## src/design/wpcm_pkg.sv

```systemverilog
// shared types and constants for the wave pcm chunk parser
package wpcm_pkg;

   localparam logic [31:0] TAG_RIFF = 32'h46464952;
   localparam logic [31:0] TAG_WAVE = 32'h45564157;
   localparam logic [31:0] TAG_FMT  = 32'h20746D66;
   localparam logic [31:0] TAG_DATA = 32'h61746164;
   localparam logic [33:0] SEEN_MAX = 34'h3FFFFFFFF;

   localparam logic [2:0] ST_OK        = 3'd0;
   localparam logic [2:0] ST_BAD_HDR   = 3'd1;
   localparam logic [2:0] ST_TRUNC     = 3'd2;
   localparam logic [2:0] ST_OVERRUN   = 3'd3;
   localparam logic [2:0] ST_BAD_FMT   = 3'd4;
   localparam logic [2:0] ST_DATA_1ST  = 3'd5;
   localparam logic [2:0] ST_NO_DATA   = 3'd6;
   localparam logic [2:0] ST_INVALID   = 3'd7;

   typedef enum logic [2:0] {
      PH_HEAD,
      PH_CHDR,
      PH_BODY,
      PH_PAD,
      PH_SAMPLES,
      PH_IDLE,
      PH_CHECK
   } phase_type;

   // one queued action from the front to the back, status fields travel along
   typedef struct packed {
      logic        emit_sample;
      logic [7:0]  sample;
      logic        emit_status;
      logic [2:0]  status;
      logic [15:0] channels;
      logic [31:0] rate;
      logic [15:0] align;
      logic [15:0] bits;
      logic [31:0] dlen;
   } act_type;

   typedef enum logic [1:0] {
      BK_IDLE,
      BK_SAMPLE,
      BK_STATUS
   } back_type;

endpackage

```

## src/design/wpcm_front.sv

```systemverilog
// front part: parses bytes and classifies them into actions
module wpcm_front #(
   parameter int FMT_MIN_BYTES = 16
) (
   input  logic              clock,
   input  logic              reset,
   input  logic              req_valid,
   output logic              req_stall,
   input  logic [7:0]        req_data_byte,
   input  logic              req_final_byte,
   output logic              act_valid,
   input  logic              act_full,
   output wpcm_pkg::act_type act
);

   wpcm_pkg::phase_type phase_ff, phase_in;
   logic [33:0] seen_ff, seen_in, limit_ff, limit_in;
   logic [31:0] left_ff, left_in, shift_ff, shift_in, tag_ff, tag_in;
   logic [4:0]  pos_ff, pos_in;
   logic        pad_ff, pad_in, hfmt_ff, hfmt_in, hdata_ff, hdata_in;
   logic [63:0] ff_ff, ff_in;
   logic [31:0] brate_ff, brate_in, rate_ff, rate_in, len_ff, len_in;
   logic [2:0]  err_ff, err_in;
   // final byte seen on a data header, status waits for the check
   logic        fin_ff, fin_in;
   // data header check sequencer
   logic [15:0] mcnt_ff, mcnt_in;
   logic [47:0] prod_ff, prod_in;
   logic [31:0] rem_ff, rem_in;
   logic [5:0]  step_ff, step_in;

   logic        take;
   logic [31:0] sh;
   logic [33:0] off;
   logic [2:0]  st;

   // stall while checking or while the queue cannot take an item
   assign req_stall = act_full || (phase_ff == wpcm_pkg::PH_CHECK);
   assign take      = req_valid && !req_stall;
   assign sh        = {req_data_byte, shift_ff[31:8]};
   assign off       = seen_ff + 34'd1;

   // next chunk helper result
   function automatic wpcm_pkg::phase_type nxt(input logic [33:0] o, input logic [33:0] l);
      return ((o + 34'd8) <= l) ? wpcm_pkg::PH_CHDR : wpcm_pkg::PH_IDLE;
   endfunction

   // main parser
   always_comb begin
      logic [31:0] lefts;
      logic [33:0] seen_n;
      phase_in = phase_ff; seen_in = seen_ff; limit_in = limit_ff; left_in = left_ff;
      shift_in = shift_ff; tag_in = tag_ff; pos_in = pos_ff; pad_in = pad_ff;
      hfmt_in = hfmt_ff; hdata_in = hdata_ff; ff_in = ff_ff; brate_in = brate_ff;
      rate_in = rate_ff; len_in = len_ff; err_in = err_ff; fin_in = fin_ff;
      mcnt_in = mcnt_ff; prod_in = prod_ff; rem_in = rem_ff; step_in = step_ff;
      act_valid = 1'b0; act = '0; lefts = left_ff - 32'd1; st = wpcm_pkg::ST_OK;
      seen_n = seen_ff;
      if (phase_ff == wpcm_pkg::PH_CHECK) begin
         // shift-add multiply rate by align, restoring remainder of len by align
         if (step_ff != 6'd0) begin
            if (step_ff > 6'd32) begin
               if (mcnt_ff[0]) prod_in = prod_ff + ({16'd0, rate_ff} << (6'd48 - step_ff));
               mcnt_in = {1'b0, mcnt_ff[15:1]};
            end else begin
               if ({16'd0, rem_ff} >= ({32'd0, ff_ff[47:32]} << (step_ff - 6'd1)))
                  rem_in = rem_ff - 32'(({32'd0, ff_ff[47:32]} << (step_ff - 6'd1)));
            end
            step_in = step_ff - 6'd1;
         end else begin
            if ({16'd0, brate_ff} != prod_ff || rem_ff != 32'd0) begin
               err_in = wpcm_pkg::ST_INVALID; phase_in = wpcm_pkg::PH_IDLE;
            end else begin
               hdata_in = 1'b1;
               phase_in = (len_ff == 32'd0) ? wpcm_pkg::PH_IDLE : wpcm_pkg::PH_SAMPLES;
            end
            if (fin_ff) begin
               if (act_full) begin
                  // hold the result until the queue has room
                  err_in = err_ff; hdata_in = hdata_ff; phase_in = wpcm_pkg::PH_CHECK;
               end else begin
                  if (seen_ff < limit_ff) st = wpcm_pkg::ST_TRUNC;
                  else if (err_in != wpcm_pkg::ST_OK) st = err_in;
                  act.emit_status = 1'b1; act.status = st;
                  act.channels = ff_ff[31:16]; act.rate = rate_ff;
                  act.align = ff_ff[47:32]; act.bits = ff_ff[63:48]; act.dlen = len_ff;
                  act_valid = 1'b1;
                  phase_in = wpcm_pkg::PH_HEAD; seen_in = '0; limit_in = '0; left_in = '0;
                  shift_in = '0; tag_in = '0; pos_in = '0; pad_in = 1'b0; hfmt_in = 1'b0;
                  hdata_in = 1'b0; ff_in = '0; brate_in = '0; rate_in = '0; len_in = '0;
                  err_in = wpcm_pkg::ST_OK; fin_in = 1'b0;
               end
            end
         end
      end else if (take) begin
         case (phase_ff)
            wpcm_pkg::PH_HEAD: begin
               shift_in = sh; pos_in = pos_ff + 5'd1;
               if (pos_ff == 5'd3 && sh != wpcm_pkg::TAG_RIFF) begin
                  err_in = wpcm_pkg::ST_BAD_HDR; phase_in = wpcm_pkg::PH_IDLE;
               end else if (pos_ff == 5'd7) begin
                  if (sh < 32'd4) begin
                     err_in = wpcm_pkg::ST_BAD_HDR; phase_in = wpcm_pkg::PH_IDLE;
                  end else limit_in = {2'd0, sh} + 34'd8;
               end else if (pos_ff == 5'd11) begin
                  if (sh != wpcm_pkg::TAG_WAVE) begin
                     err_in = wpcm_pkg::ST_BAD_HDR; phase_in = wpcm_pkg::PH_IDLE;
                  end else begin
                     phase_in = nxt(off, limit_ff); pos_in = 5'd0;
                  end
               end
            end
            wpcm_pkg::PH_CHDR: begin
               shift_in = sh; pos_in = pos_ff + 5'd1;
               if (pos_ff == 5'd3) tag_in = sh;
               else if (pos_ff == 5'd7) begin
                  pos_in = 5'd0; left_in = sh; pad_in = sh[0];
                  if (off > limit_ff || {2'd0, sh} > (limit_ff - off)) begin
                     err_in = wpcm_pkg::ST_OVERRUN; phase_in = wpcm_pkg::PH_IDLE;
                  end else if (tag_ff == wpcm_pkg::TAG_FMT) begin
                     if (hfmt_ff || sh < 32'(FMT_MIN_BYTES)) begin
                        err_in = wpcm_pkg::ST_BAD_FMT; phase_in = wpcm_pkg::PH_IDLE;
                     end else begin
                        hfmt_in = 1'b1; phase_in = wpcm_pkg::PH_BODY;
                     end
                  end else if (tag_ff == wpcm_pkg::TAG_DATA) begin
                     len_in = sh;
                     if (!hfmt_ff) begin
                        err_in = wpcm_pkg::ST_DATA_1ST; phase_in = wpcm_pkg::PH_IDLE;
                     end else if (ff_ff[15:0] != 16'd1 || ff_ff[31:16] == 16'd0 ||
                                  rate_ff == 32'd0 || ff_ff[47:32] == 16'd0 ||
                                  ff_ff[63:48] == 16'd0) begin
                        err_in = wpcm_pkg::ST_INVALID; phase_in = wpcm_pkg::PH_IDLE;
                     end else begin
                        phase_in = wpcm_pkg::PH_CHECK; mcnt_in = ff_ff[47:32];
                        prod_in = '0; rem_in = sh; step_in = 6'd48;
                     end
                  end else if (sh == 32'd0) begin
                     if (pad_in && off < limit_ff) phase_in = wpcm_pkg::PH_PAD;
                     else phase_in = nxt(off, limit_ff);
                  end else phase_in = wpcm_pkg::PH_BODY;
               end
            end
            wpcm_pkg::PH_BODY: begin
               if (tag_ff == wpcm_pkg::TAG_FMT && pos_ff < 5'd16) begin
                  case (pos_ff[3:2])
                     2'd0: ff_in[{1'b0, pos_ff[1:0], 3'd0} +: 8] = req_data_byte;
                     2'd1: rate_in[{pos_ff[1:0], 3'd0} +: 8] = req_data_byte;
                     2'd2: brate_in[{pos_ff[1:0], 3'd0} +: 8] = req_data_byte;
                     default: ff_in[{1'b1, pos_ff[1:0], 3'd0} +: 8] = req_data_byte;
                  endcase
                  pos_in = pos_ff + 5'd1;
               end
               left_in = lefts;
               if (lefts == 32'd0) begin
                  if (pad_ff && off < limit_ff) phase_in = wpcm_pkg::PH_PAD;
                  else phase_in = nxt(off, limit_ff);
                  pos_in = 5'd0;
               end
            end
            wpcm_pkg::PH_PAD: begin
               phase_in = nxt(off, limit_ff); pos_in = 5'd0;
            end
            wpcm_pkg::PH_SAMPLES: begin
               act.emit_sample = 1'b1; act.sample = req_data_byte;
               left_in = lefts;
               if (lefts == 32'd0) phase_in = wpcm_pkg::PH_IDLE;
            end
            default: phase_in = wpcm_pkg::PH_IDLE;
         endcase
         seen_n = (seen_ff < wpcm_pkg::SEEN_MAX) ? off : seen_ff;
         seen_in = seen_n;
         if (req_final_byte) begin
            if (phase_in == wpcm_pkg::PH_CHECK) begin
               // status follows once the data header check is done
               fin_in = 1'b1;
            end else begin
               if (seen_n < 34'd12 || err_in == wpcm_pkg::ST_BAD_HDR)
                  st = wpcm_pkg::ST_BAD_HDR;
               else if (seen_n < limit_in) st = wpcm_pkg::ST_TRUNC;
               else if (err_in != wpcm_pkg::ST_OK) st = err_in;
               else if (!hdata_in) st = wpcm_pkg::ST_NO_DATA;
               act.emit_status = 1'b1; act.status = st;
               act.channels = ff_in[31:16]; act.rate = rate_in;
               act.align = ff_in[47:32]; act.bits = ff_in[63:48]; act.dlen = len_in;
               phase_in = wpcm_pkg::PH_HEAD; seen_in = '0; limit_in = '0; left_in = '0;
               shift_in = '0; tag_in = '0; pos_in = '0; pad_in = 1'b0; hfmt_in = 1'b0;
               hdata_in = 1'b0; ff_in = '0; brate_in = '0; rate_in = '0; len_in = '0;
               err_in = wpcm_pkg::ST_OK;
            end
         end
         act_valid = act.emit_sample || act.emit_status;
      end
   end

   // state registers
   always_ff @(posedge clock) begin
      if (reset) begin
         phase_ff <= wpcm_pkg::PH_HEAD; seen_ff <= '0; limit_ff <= '0; left_ff <= '0;
         shift_ff <= '0; tag_ff <= '0; pos_ff <= '0; pad_ff <= 1'b0; hfmt_ff <= 1'b0;
         hdata_ff <= 1'b0; ff_ff <= '0; brate_ff <= '0; rate_ff <= '0; len_ff <= '0;
         err_ff <= wpcm_pkg::ST_OK; fin_ff <= 1'b0;
      end else begin
         phase_ff <= phase_in; seen_ff <= seen_in; limit_ff <= limit_in; left_ff <= left_in;
         shift_ff <= shift_in; tag_ff <= tag_in; pos_ff <= pos_in; pad_ff <= pad_in;
         hfmt_ff <= hfmt_in; hdata_ff <= hdata_in; ff_ff <= ff_in; brate_ff <= brate_in;
         rate_ff <= rate_in; len_ff <= len_in; err_ff <= err_in; fin_ff <= fin_in;
      end
   end

   // check datapath, no reset needed
   always_ff @(posedge clock) begin
      mcnt_ff <= mcnt_in; prod_ff <= prod_in; rem_ff <= rem_in; step_ff <= step_in;
   end

   // no item is taken while checking
   a_no_take_check: assert property (@(posedge clock) disable iff (reset)
      phase_ff == wpcm_pkg::PH_CHECK |-> !take) else $error("take during check");
   // a final byte yields a status action unless it waits for the check
   a_final_status: assert property (@(posedge clock) disable iff (reset)
      take && req_final_byte |-> (act_valid && act.emit_status) ||
      phase_in == wpcm_pkg::PH_CHECK) else $error("no status");
   // after a final byte the parser restarts
   a_restart: assert property (@(posedge clock) disable iff (reset)
      take && req_final_byte && phase_in != wpcm_pkg::PH_CHECK |=>
      phase_ff == wpcm_pkg::PH_HEAD && seen_ff == '0)
      else $error("no restart");

endmodule

```

## src/design/wpcm_queue.sv

```systemverilog
// short queue of actions between front and back
module wpcm_queue #(
   parameter int DEPTH = 4
) (
   input  logic              clock,
   input  logic              reset,
   input  logic              push,
   input  wpcm_pkg::act_type push_act,
   output logic              full,
   input  logic              pop,
   output logic              empty,
   output wpcm_pkg::act_type head
);

   localparam int AW = $clog2(DEPTH);
   wpcm_pkg::act_type mem_ff [DEPTH];
   logic [AW-1:0] wr_ff, wr_in, rd_ff, rd_in;
   logic [AW:0]   cnt_ff, cnt_in;

   assign full  = (cnt_ff == (AW+1)'(DEPTH));
   assign empty = (cnt_ff == '0);
   assign head  = mem_ff[rd_ff];

   // pointer update
   always_comb begin
      wr_in = wr_ff; rd_in = rd_ff; cnt_in = cnt_ff;
      if (push) wr_in = (wr_ff == AW'(DEPTH-1)) ? '0 : wr_ff + 1'b1;
      if (pop)  rd_in = (rd_ff == AW'(DEPTH-1)) ? '0 : rd_ff + 1'b1;
      if (push && !pop) cnt_in = cnt_ff + 1'b1;
      else if (pop && !push) cnt_in = cnt_ff - 1'b1;
   end

   always_ff @(posedge clock) begin
      if (reset) begin
         wr_ff <= '0; rd_ff <= '0; cnt_ff <= '0;
      end else begin
         wr_ff <= wr_in; rd_ff <= rd_in; cnt_ff <= cnt_in;
      end
   end

   always_ff @(posedge clock) begin
      if (push) mem_ff[wr_ff] <= push_act;
   end

   a_no_overflow: assert property (@(posedge clock) disable iff (reset)
      full |-> !push) else $error("queue overflow");
   a_no_underflow: assert property (@(posedge clock) disable iff (reset)
      empty |-> !pop) else $error("queue underflow");
   a_count: assert property (@(posedge clock) disable iff (reset)
      push && !pop && !full |=> cnt_ff == $past(cnt_ff) + 1'b1) else $error("count");

endmodule

```

## src/design/wpcm_back.sv

```systemverilog
// back part: turns queued actions into result items
module wpcm_back (
   input  logic              clock,
   input  logic              reset,
   input  logic              q_empty,
   input  wpcm_pkg::act_type q_head,
   output logic              q_pop,
   output logic              rsp_valid,
   input  logic              rsp_stall,
   output logic              rsp_item_kind,
   output logic [7:0]        rsp_sample_byte,
   output logic [2:0]        rsp_status,
   output logic [15:0]       rsp_channel_count,
   output logic [31:0]       rsp_sample_rate,
   output logic [15:0]       rsp_block_align,
   output logic [15:0]       rsp_sample_bits,
   output logic [31:0]       rsp_data_length,
   output logic              rsp_end_of_run
);

   // status fields arrive with the status action in the queue
   logic        vld_ff, vld_in, did_ff, did_in;
   logic        kind_ff, kind_in;
   logic [7:0]  smp_ff, smp_in;
   logic [2:0]  sts_ff, sts_in;
   logic [15:0] ch_ff, ch_in, al_ff, al_in, bi_ff, bi_in;
   logic [31:0] ra_ff, ra_in, ln_ff, ln_in;
   logic        free, sample_now;

   assign free = !vld_ff || !rsp_stall;
   // a head with both a sample and a status sends the sample first
   assign sample_now = q_head.emit_sample && !did_ff;

   always_comb begin
      vld_in = vld_ff && rsp_stall; did_in = did_ff; q_pop = 1'b0;
      kind_in = kind_ff; smp_in = smp_ff; sts_in = sts_ff; ch_in = ch_ff;
      ra_in = ra_ff; al_in = al_ff; bi_in = bi_ff; ln_in = ln_ff;
      if (free && !q_empty) begin
         vld_in = 1'b1;
         if (sample_now) begin
            kind_in = 1'b0; smp_in = q_head.sample; sts_in = '0; ch_in = '0;
            ra_in = '0; al_in = '0; bi_in = '0; ln_in = '0;
            if (q_head.emit_status) did_in = 1'b1;
            else q_pop = 1'b1;
         end else begin
            kind_in = 1'b1; smp_in = '0; sts_in = q_head.status; ch_in = q_head.channels;
            ra_in = q_head.rate; al_in = q_head.align; bi_in = q_head.bits;
            ln_in = q_head.dlen;
            did_in = 1'b0; q_pop = 1'b1;
         end
      end
   end

   always_ff @(posedge clock) begin
      if (reset) begin
         vld_ff <= 1'b0; did_ff <= 1'b0;
      end else begin
         vld_ff <= vld_in; did_ff <= did_in;
      end
   end

   always_ff @(posedge clock) begin
      kind_ff <= kind_in; smp_ff <= smp_in; sts_ff <= sts_in; ch_ff <= ch_in;
      ra_ff <= ra_in; al_ff <= al_in; bi_ff <= bi_in; ln_ff <= ln_in;
   end

   assign rsp_valid = vld_ff;
   assign rsp_item_kind = kind_ff;
   assign rsp_sample_byte = smp_ff;
   assign rsp_status = sts_ff;
   assign rsp_channel_count = ch_ff;
   assign rsp_sample_rate = ra_ff;
   assign rsp_block_align = al_ff;
   assign rsp_sample_bits = bi_ff;
   assign rsp_data_length = ln_ff;
   assign rsp_end_of_run = kind_ff;

   a_hold: assert property (@(posedge clock) disable iff (reset)
      rsp_valid && rsp_stall |=> rsp_valid && $stable(rsp_sample_byte) && $stable(rsp_status))
      else $error("output changed under stall");
   a_split: assert property (@(posedge clock) disable iff (reset)
      did_ff |-> !q_empty) else $error("split item lost");
   a_pop_free: assert property (@(posedge clock) disable iff (reset)
      q_pop |-> free) else $error("pop without room");

endmodule

```

## src/design/wave_pcm_chunk_parser_core.sv

```systemverilog
// top level of the riff wave pcm chunk parser
// Usage:
//   req_ channel carries one file byte per item plus a final-byte flag.
//   rsp_ channel returns sample bytes (item_kind 0) from the data chunk and,
//   for the byte flagged final, one status item (item_kind 1, end_of_run 1)
//   with the captured fmt fields and the data length.
//   Throughput is one byte per cycle while req_stall is low. At the data
//   chunk header the front stalls while a shift-add multiplier checks the
//   byte rate and a restoring divider checks the data length against the
//   alignment. An accepted byte's result passes through the action queue and
//   then the output register; a final byte that also carries a sample gives
//   two items, the sample first and then the status. A final byte that ends
//   a data chunk header gets its status once the check is done.
//   A four-entry action queue sits between parser and output register; when
//   rsp_stall holds the queue fills and then req_stall rises.
//   Each status action carries its own fmt fields through the queue.
//   Reset (synchronous, active high) returns to waiting for the RIFF tag and
//   empties the queue. After each final byte the parser restarts by itself.
module wave_pcm_chunk_parser_core #(
   parameter int FMT_MIN_BYTES = 16
) (
   input  logic        clock,
   input  logic        reset,
   input  logic        req_valid,
   output logic        req_stall,
   input  logic [7:0]  req_data_byte,
   input  logic        req_final_byte,
   output logic        rsp_valid,
   input  logic        rsp_stall,
   output logic        rsp_item_kind,
   output logic [7:0]  rsp_sample_byte,
   output logic [2:0]  rsp_status,
   output logic [15:0] rsp_channel_count,
   output logic [31:0] rsp_sample_rate,
   output logic [15:0] rsp_block_align,
   output logic [15:0] rsp_sample_bits,
   output logic [31:0] rsp_data_length,
   output logic        rsp_end_of_run
);

   wpcm_pkg::act_type act, head;
   logic act_valid, full, empty, pop;

   wpcm_front #(.FMT_MIN_BYTES(FMT_MIN_BYTES)) u_front (
      .clock, .reset, .req_valid, .req_stall, .req_data_byte, .req_final_byte,
      .act_valid, .act_full(full), .act
   );

   wpcm_queue #(.DEPTH(4)) u_queue (
      .clock, .reset, .push(act_valid), .push_act(act), .full,
      .pop, .empty, .head
   );

   wpcm_back u_back (
      .clock, .reset, .q_empty(empty), .q_head(head), .q_pop(pop),
      .rsp_valid, .rsp_stall, .rsp_item_kind, .rsp_sample_byte, .rsp_status,
      .rsp_channel_count, .rsp_sample_rate, .rsp_block_align, .rsp_sample_bits,
      .rsp_data_length, .rsp_end_of_run
   );

endmodule
```

## config.mk

```make
export PLATFORM = sky130hd
export DESIGN_NAME = wave_pcm_chunk_parser_core
export DESIGN_NICKNAME = d
export VERILOG_FILES = /design/src/design/wpcm_pkg.sv /design/src/design/wpcm_front.sv /design/src/design/wpcm_queue.sv /design/src/design/wpcm_back.sv /design/src/design/wave_pcm_chunk_parser_core.sv
export SDC_FILE = /design/constraint.sdc
export NUM_CORES = 2
export LEC_CHECK = 0
export BUFFER_PORTS_ARGS = -buffer_cell sky130_fd_sc_hd__buf_2
export CORE_UTILIZATION = 55
export CTS_CLUSTER_DIAMETER = 60
export CTS_CLUSTER_SIZE = 16
export DETAILED_ROUTE_END_ITERATION = 8
export MAX_ROUTING_LAYER = met4
export PLACE_DENSITY = 0.71
export SLEW_MARGIN = 10
export SYNTH_ARGS = -nofsm -noshare
export SYNTH_HDL_FRONTEND = slang
export SYNTH_HIERARCHICAL = 1
export SYNTH_SLANG_ARGS = --single-unit
```

## constraint.sdc

```tcl
create_clock -name clock -period 11.8 [get_ports clock]
set_input_delay 1.18 -clock clock [delete_from_list [all_inputs] [get_ports clock]]
set_output_delay 1.18 -clock clock [all_outputs]
set_load 0.1 [all_outputs]
```

# ---- Word-level counts from Yosys, hierarchy flattened
# Memories as Yosys holds them, arrays and structs flattened. A register that Yosys moved wholly into a read port is not among the register bits.
# Cells that the tools add are included.
dict set report word_totals {
  ff_bits 574
  ramBits 500
  input_bits 13
  out_inout_bits 127
  mem_count 1
}
# name depth width read_ports rd_clocked_by_memory_dff write_ports line_no
set mem_list {}
lappend mem_list {u_queue.mem_ff 4 125 1 1 1 wpcm_queue.sv:16} ;# wpcm_pkg::act_type mem_ff [DEPTH];
dict set report classes {
  addsub 17
  n_lt_le_gt_ge 13
  eq_ne 37
  shift 8
  mux 272
  reduce_logical 63
}
# cell count
set op_table {}
lappend op_table {{$mux W32} 57}
lappend op_table {{$mux W116} 8}
lappend op_table {{$mux W48} 13}
lappend op_table {{$mux W34} 18}
lappend op_table {{$mux W64} 9}
lappend op_table {{$mux W16} 12}
lappend op_table {{$mux W3} 61}
lappend op_table {{$bwmux W64} 2}
lappend op_table {{$logic_not A32 Y1} 4}
lappend op_table {{$pmux W64 S2} 1}
lappend op_table {{$shift A8 B8 Y64 const A} 2}
lappend op_table {{$shiftx A8 B8 Y64} 2}
lappend op_table {{$mux W125} 1}
lappend op_table {{$lt A34 B34 Y1} 3}
lappend op_table {{$mux W5} 15}
lappend op_table {{$mux W6} 11}
lappend op_table {{$bwmux W32} 2}
lappend op_table {{$ne A32 B31 Y1 const B} 2}
lappend op_table {{$pmux W32 S2} 1}
lappend op_table {{$mux W1} 49}
lappend op_table {{$add A48 B48 Y48} 1}
lappend op_table {{$ge A32 B48 Y1} 1}
lappend op_table {{$logic_not A16 Y1} 3}
lappend op_table {{$ne A32 B48 Y1} 1}
lappend op_table {{65 further kinds} 131}

# ---- Logic depth before layout (Yosys ltp)
dict set report depth {
  word_depth 30
  ltp_mapped 36
  ltp_nobuf 35
}

# ---- Hierarchy
# The synthesis kept the hierarchy.
# module n_inst cells_per_inst area_each_um2
set by_module_without_submodules {}
lappend by_module_without_submodules {wpcm_front 1 4379 34788.4}
lappend by_module_without_submodules {wpcm_queue 1 697 18445.2}
lappend by_module_without_submodules {wpcm_back 1 271 4765.8}

# ---- Worst setup path after synthesis
# No wires, ideal clock.
dict set report synth_path {
  path_kind {register to register}
  start {register u_front.seen_ff[0]}
  end {memory u_queue/mem_ff[0][0] (netlist name), enable pin}
  arrival_time_ns 9.135
  path_slack_ns 2.167
  path_stages_with_launch 31
  period_less_slack_ns 9.633
  cell_sequence {dfxtp_1 > ha_1 > nand3_1 > nor2_1 > nand2_1 > nor2_1 > nand4_1 > xor2_1 > ha_1 > a21o_1 > a21o_1 > a21o_1 > nor2_1 > nand2_1 > a21oi_1 > o31a_1 > nor2_1 > o21a_1 > o21a_1 > or2_2 > ha_1 > nand3_1 > or4_1 > a21oi_1 > o21ai_0 > a311o_1 > and2_1 > a31oi_1 > buf_2 > or3_1 > and2_1}
}
dict set report synth_via {
  elab_chain_cells 24
  word_cells_on_any_way 37
  cone_classes {3 x add/sub; 4 x order compare; 1 x eq/ne; 25 x mux; 4 x reduce/logical}
}
# item line_no
set synth_lines {}
lappend synth_lines {{start: declaration} wpcm_front.sv:17} ;# logic [33:0] seen_ff, seen_in, limit_ff, limit_in;
lappend synth_lines {{start signal: assignment} wpcm_front.sv:204} ;# phase_ff <= phase_in; seen_ff <= seen_in; limit_ff <= limit_in; left_ff <= left_in;
lappend synth_lines {{$add A34 B1 Y34 (*)} wpcm_front.sv:41} ;# assign off = seen_ff + 34'd1;
lappend synth_lines {{$add A34 B4 Y34} wpcm_front.sv:45} ;# return ((o + 34'd8) <= l) ? wpcm_pkg::PH_CHDR : wpcm_pkg::PH_IDLE;
lappend synth_lines {{$le A34 B34 Y1} wpcm_front.sv:45}
lappend synth_lines {{$mux W3} wpcm_front.sv:45}
lappend synth_lines {{$mux W3} wpcm_front.sv:139} ;# if (pad_in && off < limit_ff) phase_in = wpcm_pkg::PH_PAD;
lappend synth_lines {{$mux W3} wpcm_front.sv:138} ;# end else if (sh == 32'd0) begin
lappend synth_lines {{$mux W3} wpcm_front.sv:126} ;# end else if (tag_ff == wpcm_pkg::TAG_DATA) begin
lappend synth_lines {{$mux W3} wpcm_front.sv:120} ;# end else if (tag_ff == wpcm_pkg::TAG_FMT) begin
lappend synth_lines {{(+9 left out)} -}
lappend synth_lines {{$mux W116 (*)} wpcm_front.sv:95} ;# end else if (take) begin
lappend synth_lines {{$mux W116 (*)} wpcm_front.sv:59} ;# if (phase_ff == wpcm_pkg::PH_CHECK) begin
lappend synth_lines {{$logic_or A1 B1 Y1 (*)} wpcm_front.sv:192} ;# act_valid = act.emit_sample || act.emit_status;
lappend synth_lines {{$mux W1 (*)} wpcm_front.sv:95}
lappend synth_lines {{$mux W1 (*)} wpcm_front.sv:59}
lappend synth_lines {{named net act_valid} wave_pcm_chunk_parser_core.sv:42} ;# logic act_valid, full, empty, pop;
lappend synth_lines {{$mux W1 (*)} wpcm_queue.sv:42} ;# if (push) mem_ff[wr_ff] <= push_act;
lappend synth_lines {{$mux W1 (implied by the code) (*)} wpcm_queue.sv:42}
lappend synth_lines {{end: declaration} wpcm_queue.sv:16}
# The timed path passes the listed nets; every way through them passes the cells marked *. The select of a mux whose other input is x is not followed.

# ---- Final worst setup path
dict set report layout_path {
  start {register u_front.seen_ff[0]}
  end {memory u_queue/mem_ff[2][111] (netlist name), enable pin}
}
# Same word-level chain as after synthesis.

==> results by group <==
Clocking
  • CTS H-tree depth: 3
  • Clock-pin slew on the worst setup and hold paths: 0.07 ns
  • Clock latency on the worst-skew pair: 0.69 ns
  • Root buf cell: clkbuf_16
  • Total CTS buffers: 90
  • # Post-CTS Setup Buffers: 0
  • TritonCTS clock tree: yes
  • Cts hold-fix bufs: 0
  • CTS Buffer Depth: 3
  • CTS sink cnt: 1068
  • # resized after CTS: 0

Route
  • Post-route ant nets: 0
  • First-pass detailed-route iteration total: 6
  • DR vias/cell: 6.50
  • Routed WL: 165000 um
  • Vias post-DR: 44300
  • Residual DRC: 0
  • Initial DRC count: 5392
  • Routed WL per cell: 24.3 um

Worst setup path
  • Most Frequent Cell on Critical Path: nor2_1
  • CP peak stage delay: 0.86 ns
  • Max FO, Critical Path: 64
  • Critical path class: flop to flop
  • Arr. time, crit path: 9.79 ns
  • Worst EP required: 12.13 ns
  • WP buf/inv: 2
  • Worst setup EP type: flop
  • Crit-path slowest cell: and2_4
  • CP top delay family: simple AND/OR/NAND/NOR gates
  • Startpoint Class: flop

Hold path
  • Type of the worst min-delay path: flop to flop

Logic synthesis
  • Ys async rst share: 0%
  • Top-area cell type share of the netlist area: 37.6%
  • EDFF count, synth: 726
  • Synth area leader: edfxtp_1
  • Synth Flop Type: edfxtp_1
  • Post-synthesis sequential area ratio: 49.4%
  • Syn avg cell area: 10.8 um^2
  • Syn nets: 5632
  • Syn. warnings: 6
  • Post-Synthesis Cells: 5347
  • Top cells by count, synth: edfxtp_1, nand2_1, nor2_1
  • Synth area leaders: edfxtp_1, dfxtp_1, ha_1
  • Cell variety after synth: 94
  • Netlist Area Pre-Place: 0.0580 mm^2
  • Count leader, synth: edfxtp_1
  • Post-synthesis register bit count: 1068

STA
  • Setup TNS: 0 ns
  • Tcrit/Tclk final: 80.1%
  • Unrepaired setup endpoints after global routing: false
  • Relative slew slack: 6.10%
  • Highest clock rate: 106 MHz
  • Slew Viols, Final: 0
  • Final hold viol count: 0
  • Clk_skew: 0.0308 ns
  • Post-route minimum period: 9.45 ns
  • Setup WS post-layout: 2.35 ns
  • Slew @ Worst Pin: 1.41 ns
  • Setup violators final: 0

Layout
  • Final core area utilization: 60.5%
  • Final Net Count: 5635
  • P&R area growth vs syn: 8.49%
  • Share of cells above drive strength 1: 11.3%

Placement
  • DP HPWL: 115000 um
  • GPL Wtd Cong: 1.00
  • Pre-CTS setup slack: 2.54 ns
  • IO buf count: 139

Floorplan
  • I/O Pins: 140
  • CORE AREA: 0.104 mm^2
  • Die Y: 327 um
  • Starting Density: 55.7%
  • Die footprint: 0.107 mm^2
  • # rows: 118
  • Die X: 327 um

Run status
  • Status: finished clean

Pwr
  • Peak supply drop: 0.443 mV
  • Clock power share: 25.7%
  • Seq pwr share: 40.1%
  • Comb power frac: 34.2%
  • Power per cell area: 185 mW/mm^2
  • P_leak: 22.9 nW
  • Internal: 0.00702 W
  • Total net switching power: 0.00464 W
  • Switching Fraction: 39.8%

Global route
  • Largest net degree at the start of global routing: 97
  • Global Route Usage Sum: 31.3%
  • First-pass GRT wire length: 251000 um
  • Remaining global-route overflow: 0
  • Number of global-route vias before repair: 41600
  • Initial antenna violation count: 4

Job
  • Max-capacitance violation count: 0
==> logic make-up (layout without fill, tap and decap cells) <==
kind of cell,after synthesis,after routing,share of synthesized area (%)
simple gates,1669,1669,14.3
compound gates,1411,1411,16.5
flops,1068,1068,49.4
buf+inv,465,546,3.29
fa+ha+maj,274,274,5.95
xor+xnor,230,230,3.47
mux,230,230,7.02
other cells,0,2,0
==> through the flow <==
stage / cell area [um^2] / instances / hold slack (ns) / power, W
final: 62900 / 6810 / 0.475 / 0.0117
after global routing: 62900 / 6809 / 0.487 / 0.0121
after CTS: 62900 / 6808 / 0.473 / 0.0117
after detailed placement: 60000 / 6638 / 0.455 / 0.00872
after global placement: 60000 / 6638 / 0.449 / 0.00868
after floorplan: 58000 / 5347 / 0.433 / 0.00803
==> placed cells by master, fill, tap and decap left out, types with 31 or more instances in the layout <==
cell type / n
nor2_1: 379
o21ai_0: 271
nand3_1: 118
nand2_1: 490
clkbuf_16: 93
and2_4: 34
o22ai_1: 106
xnor2_1: 135
inv_1: 150
buf_2: 139
and2_1: 116
nand2b_1: 32
mux2i_1: 78
nor4_1: 80
nand4_1: 104
nor2b_1: 41
buf_4: 79
a21oi_1: 281
o2bb2ai_1: 42
a31oi_1: 41
mux4_2: 140
xor2_1: 88
ha_1: 267
edfxtp_1: 726
or3_1: 31
clkbuf_1: 34
nor3_1: 101
a22o_1: 280
dfxtp_1: 340
a21o_1: 104
==> sequential cells by signal, summed over array words and instances (netlist names), 5 cells and up, named ones only <==
register	flops
u_back/rsp_channel_count	16
u_back/rsp_sample_byte	8
u_queue/mem_ff	500
u_front/rate_ff	32
u_back/rsp_sample_bits	16
u_back/rsp_sample_rate	32
u_front/pos_ff	5
u_front/mcnt_ff	16
u_front/len_ff	32
u_front/prod_ff	48
u_front/brate_ff	32
u_back/rsp_block_align	16
u_front/tag_ff	32
u_front/left_ff	32
u_front/limit_ff	34
u_front/shift_ff	24
u_front/ff_ff	64
u_front/step_ff	6
u_back/rsp_data_length	32
u_front/rem_ff	32
u_front/seen_ff	34
==> final cells by class <==
cell class / instances / area (um^2)
fillers: 8517 / 41200
flip-flops and latches: 1068 / 28700
multi-input cells: 3814 / 27600
clock buffers: 133 / 2540
well taps: 1380 / 1730
repair buffers: 223 / 1390
inverters: 153 / 576
clock inverters: 37 / 395
diodes: 2 / 5.00
==> path summary, 6_finish.rpt <==
path | start | endpoint | slack (ns) | depth (start not counted)
hold reg to reg | u_front/pad_ff$_SDFFE_PP0P_ | u_front/pad_ff$_SDFFE_PP0P_ | 0.48 | 1
setup reg to reg | u_front/seen_ff[0]$_SDFFE_PP0P_ | u_queue/mem_ff[2][111]$_DFFE_PP_ | 2.35 | 31
hold / removal | u_front/pad_ff$_SDFFE_PP0P_ | u_front/pad_ff$_SDFFE_PP0P_ | 0.48 | 1
setup / recovery | u_front/seen_ff[0]$_SDFFE_PP0P_ | u_queue/mem_ff[2][111]$_DFFE_PP_ | 2.35 | 31
==> metal layers <==
metal / up-vias / GRT usage (%) / share of wire, %
met1: 21500 / 43.4 / 43
met5: - / - / 0
met2: 2103 / 46.6 / 45
met4: 0 / 10.4 / 3.4
met3: 337 / 5.37 / 9.3
li1: 20300 / - / -
==> power groups by stage <==
stage	clock network, W	registers [W]	logic [W]
floorplan	0	0.00637	0.00166
global placement	0	0.00474	0.00394
detailed placement	0	0.00475	0.00396
CTS	0.00304	0.00468	0.00398
global route	0.00317	0.00471	0.00419
finish	0.00300	0.00467	0.00398
(Power assumes the default switching activity.)
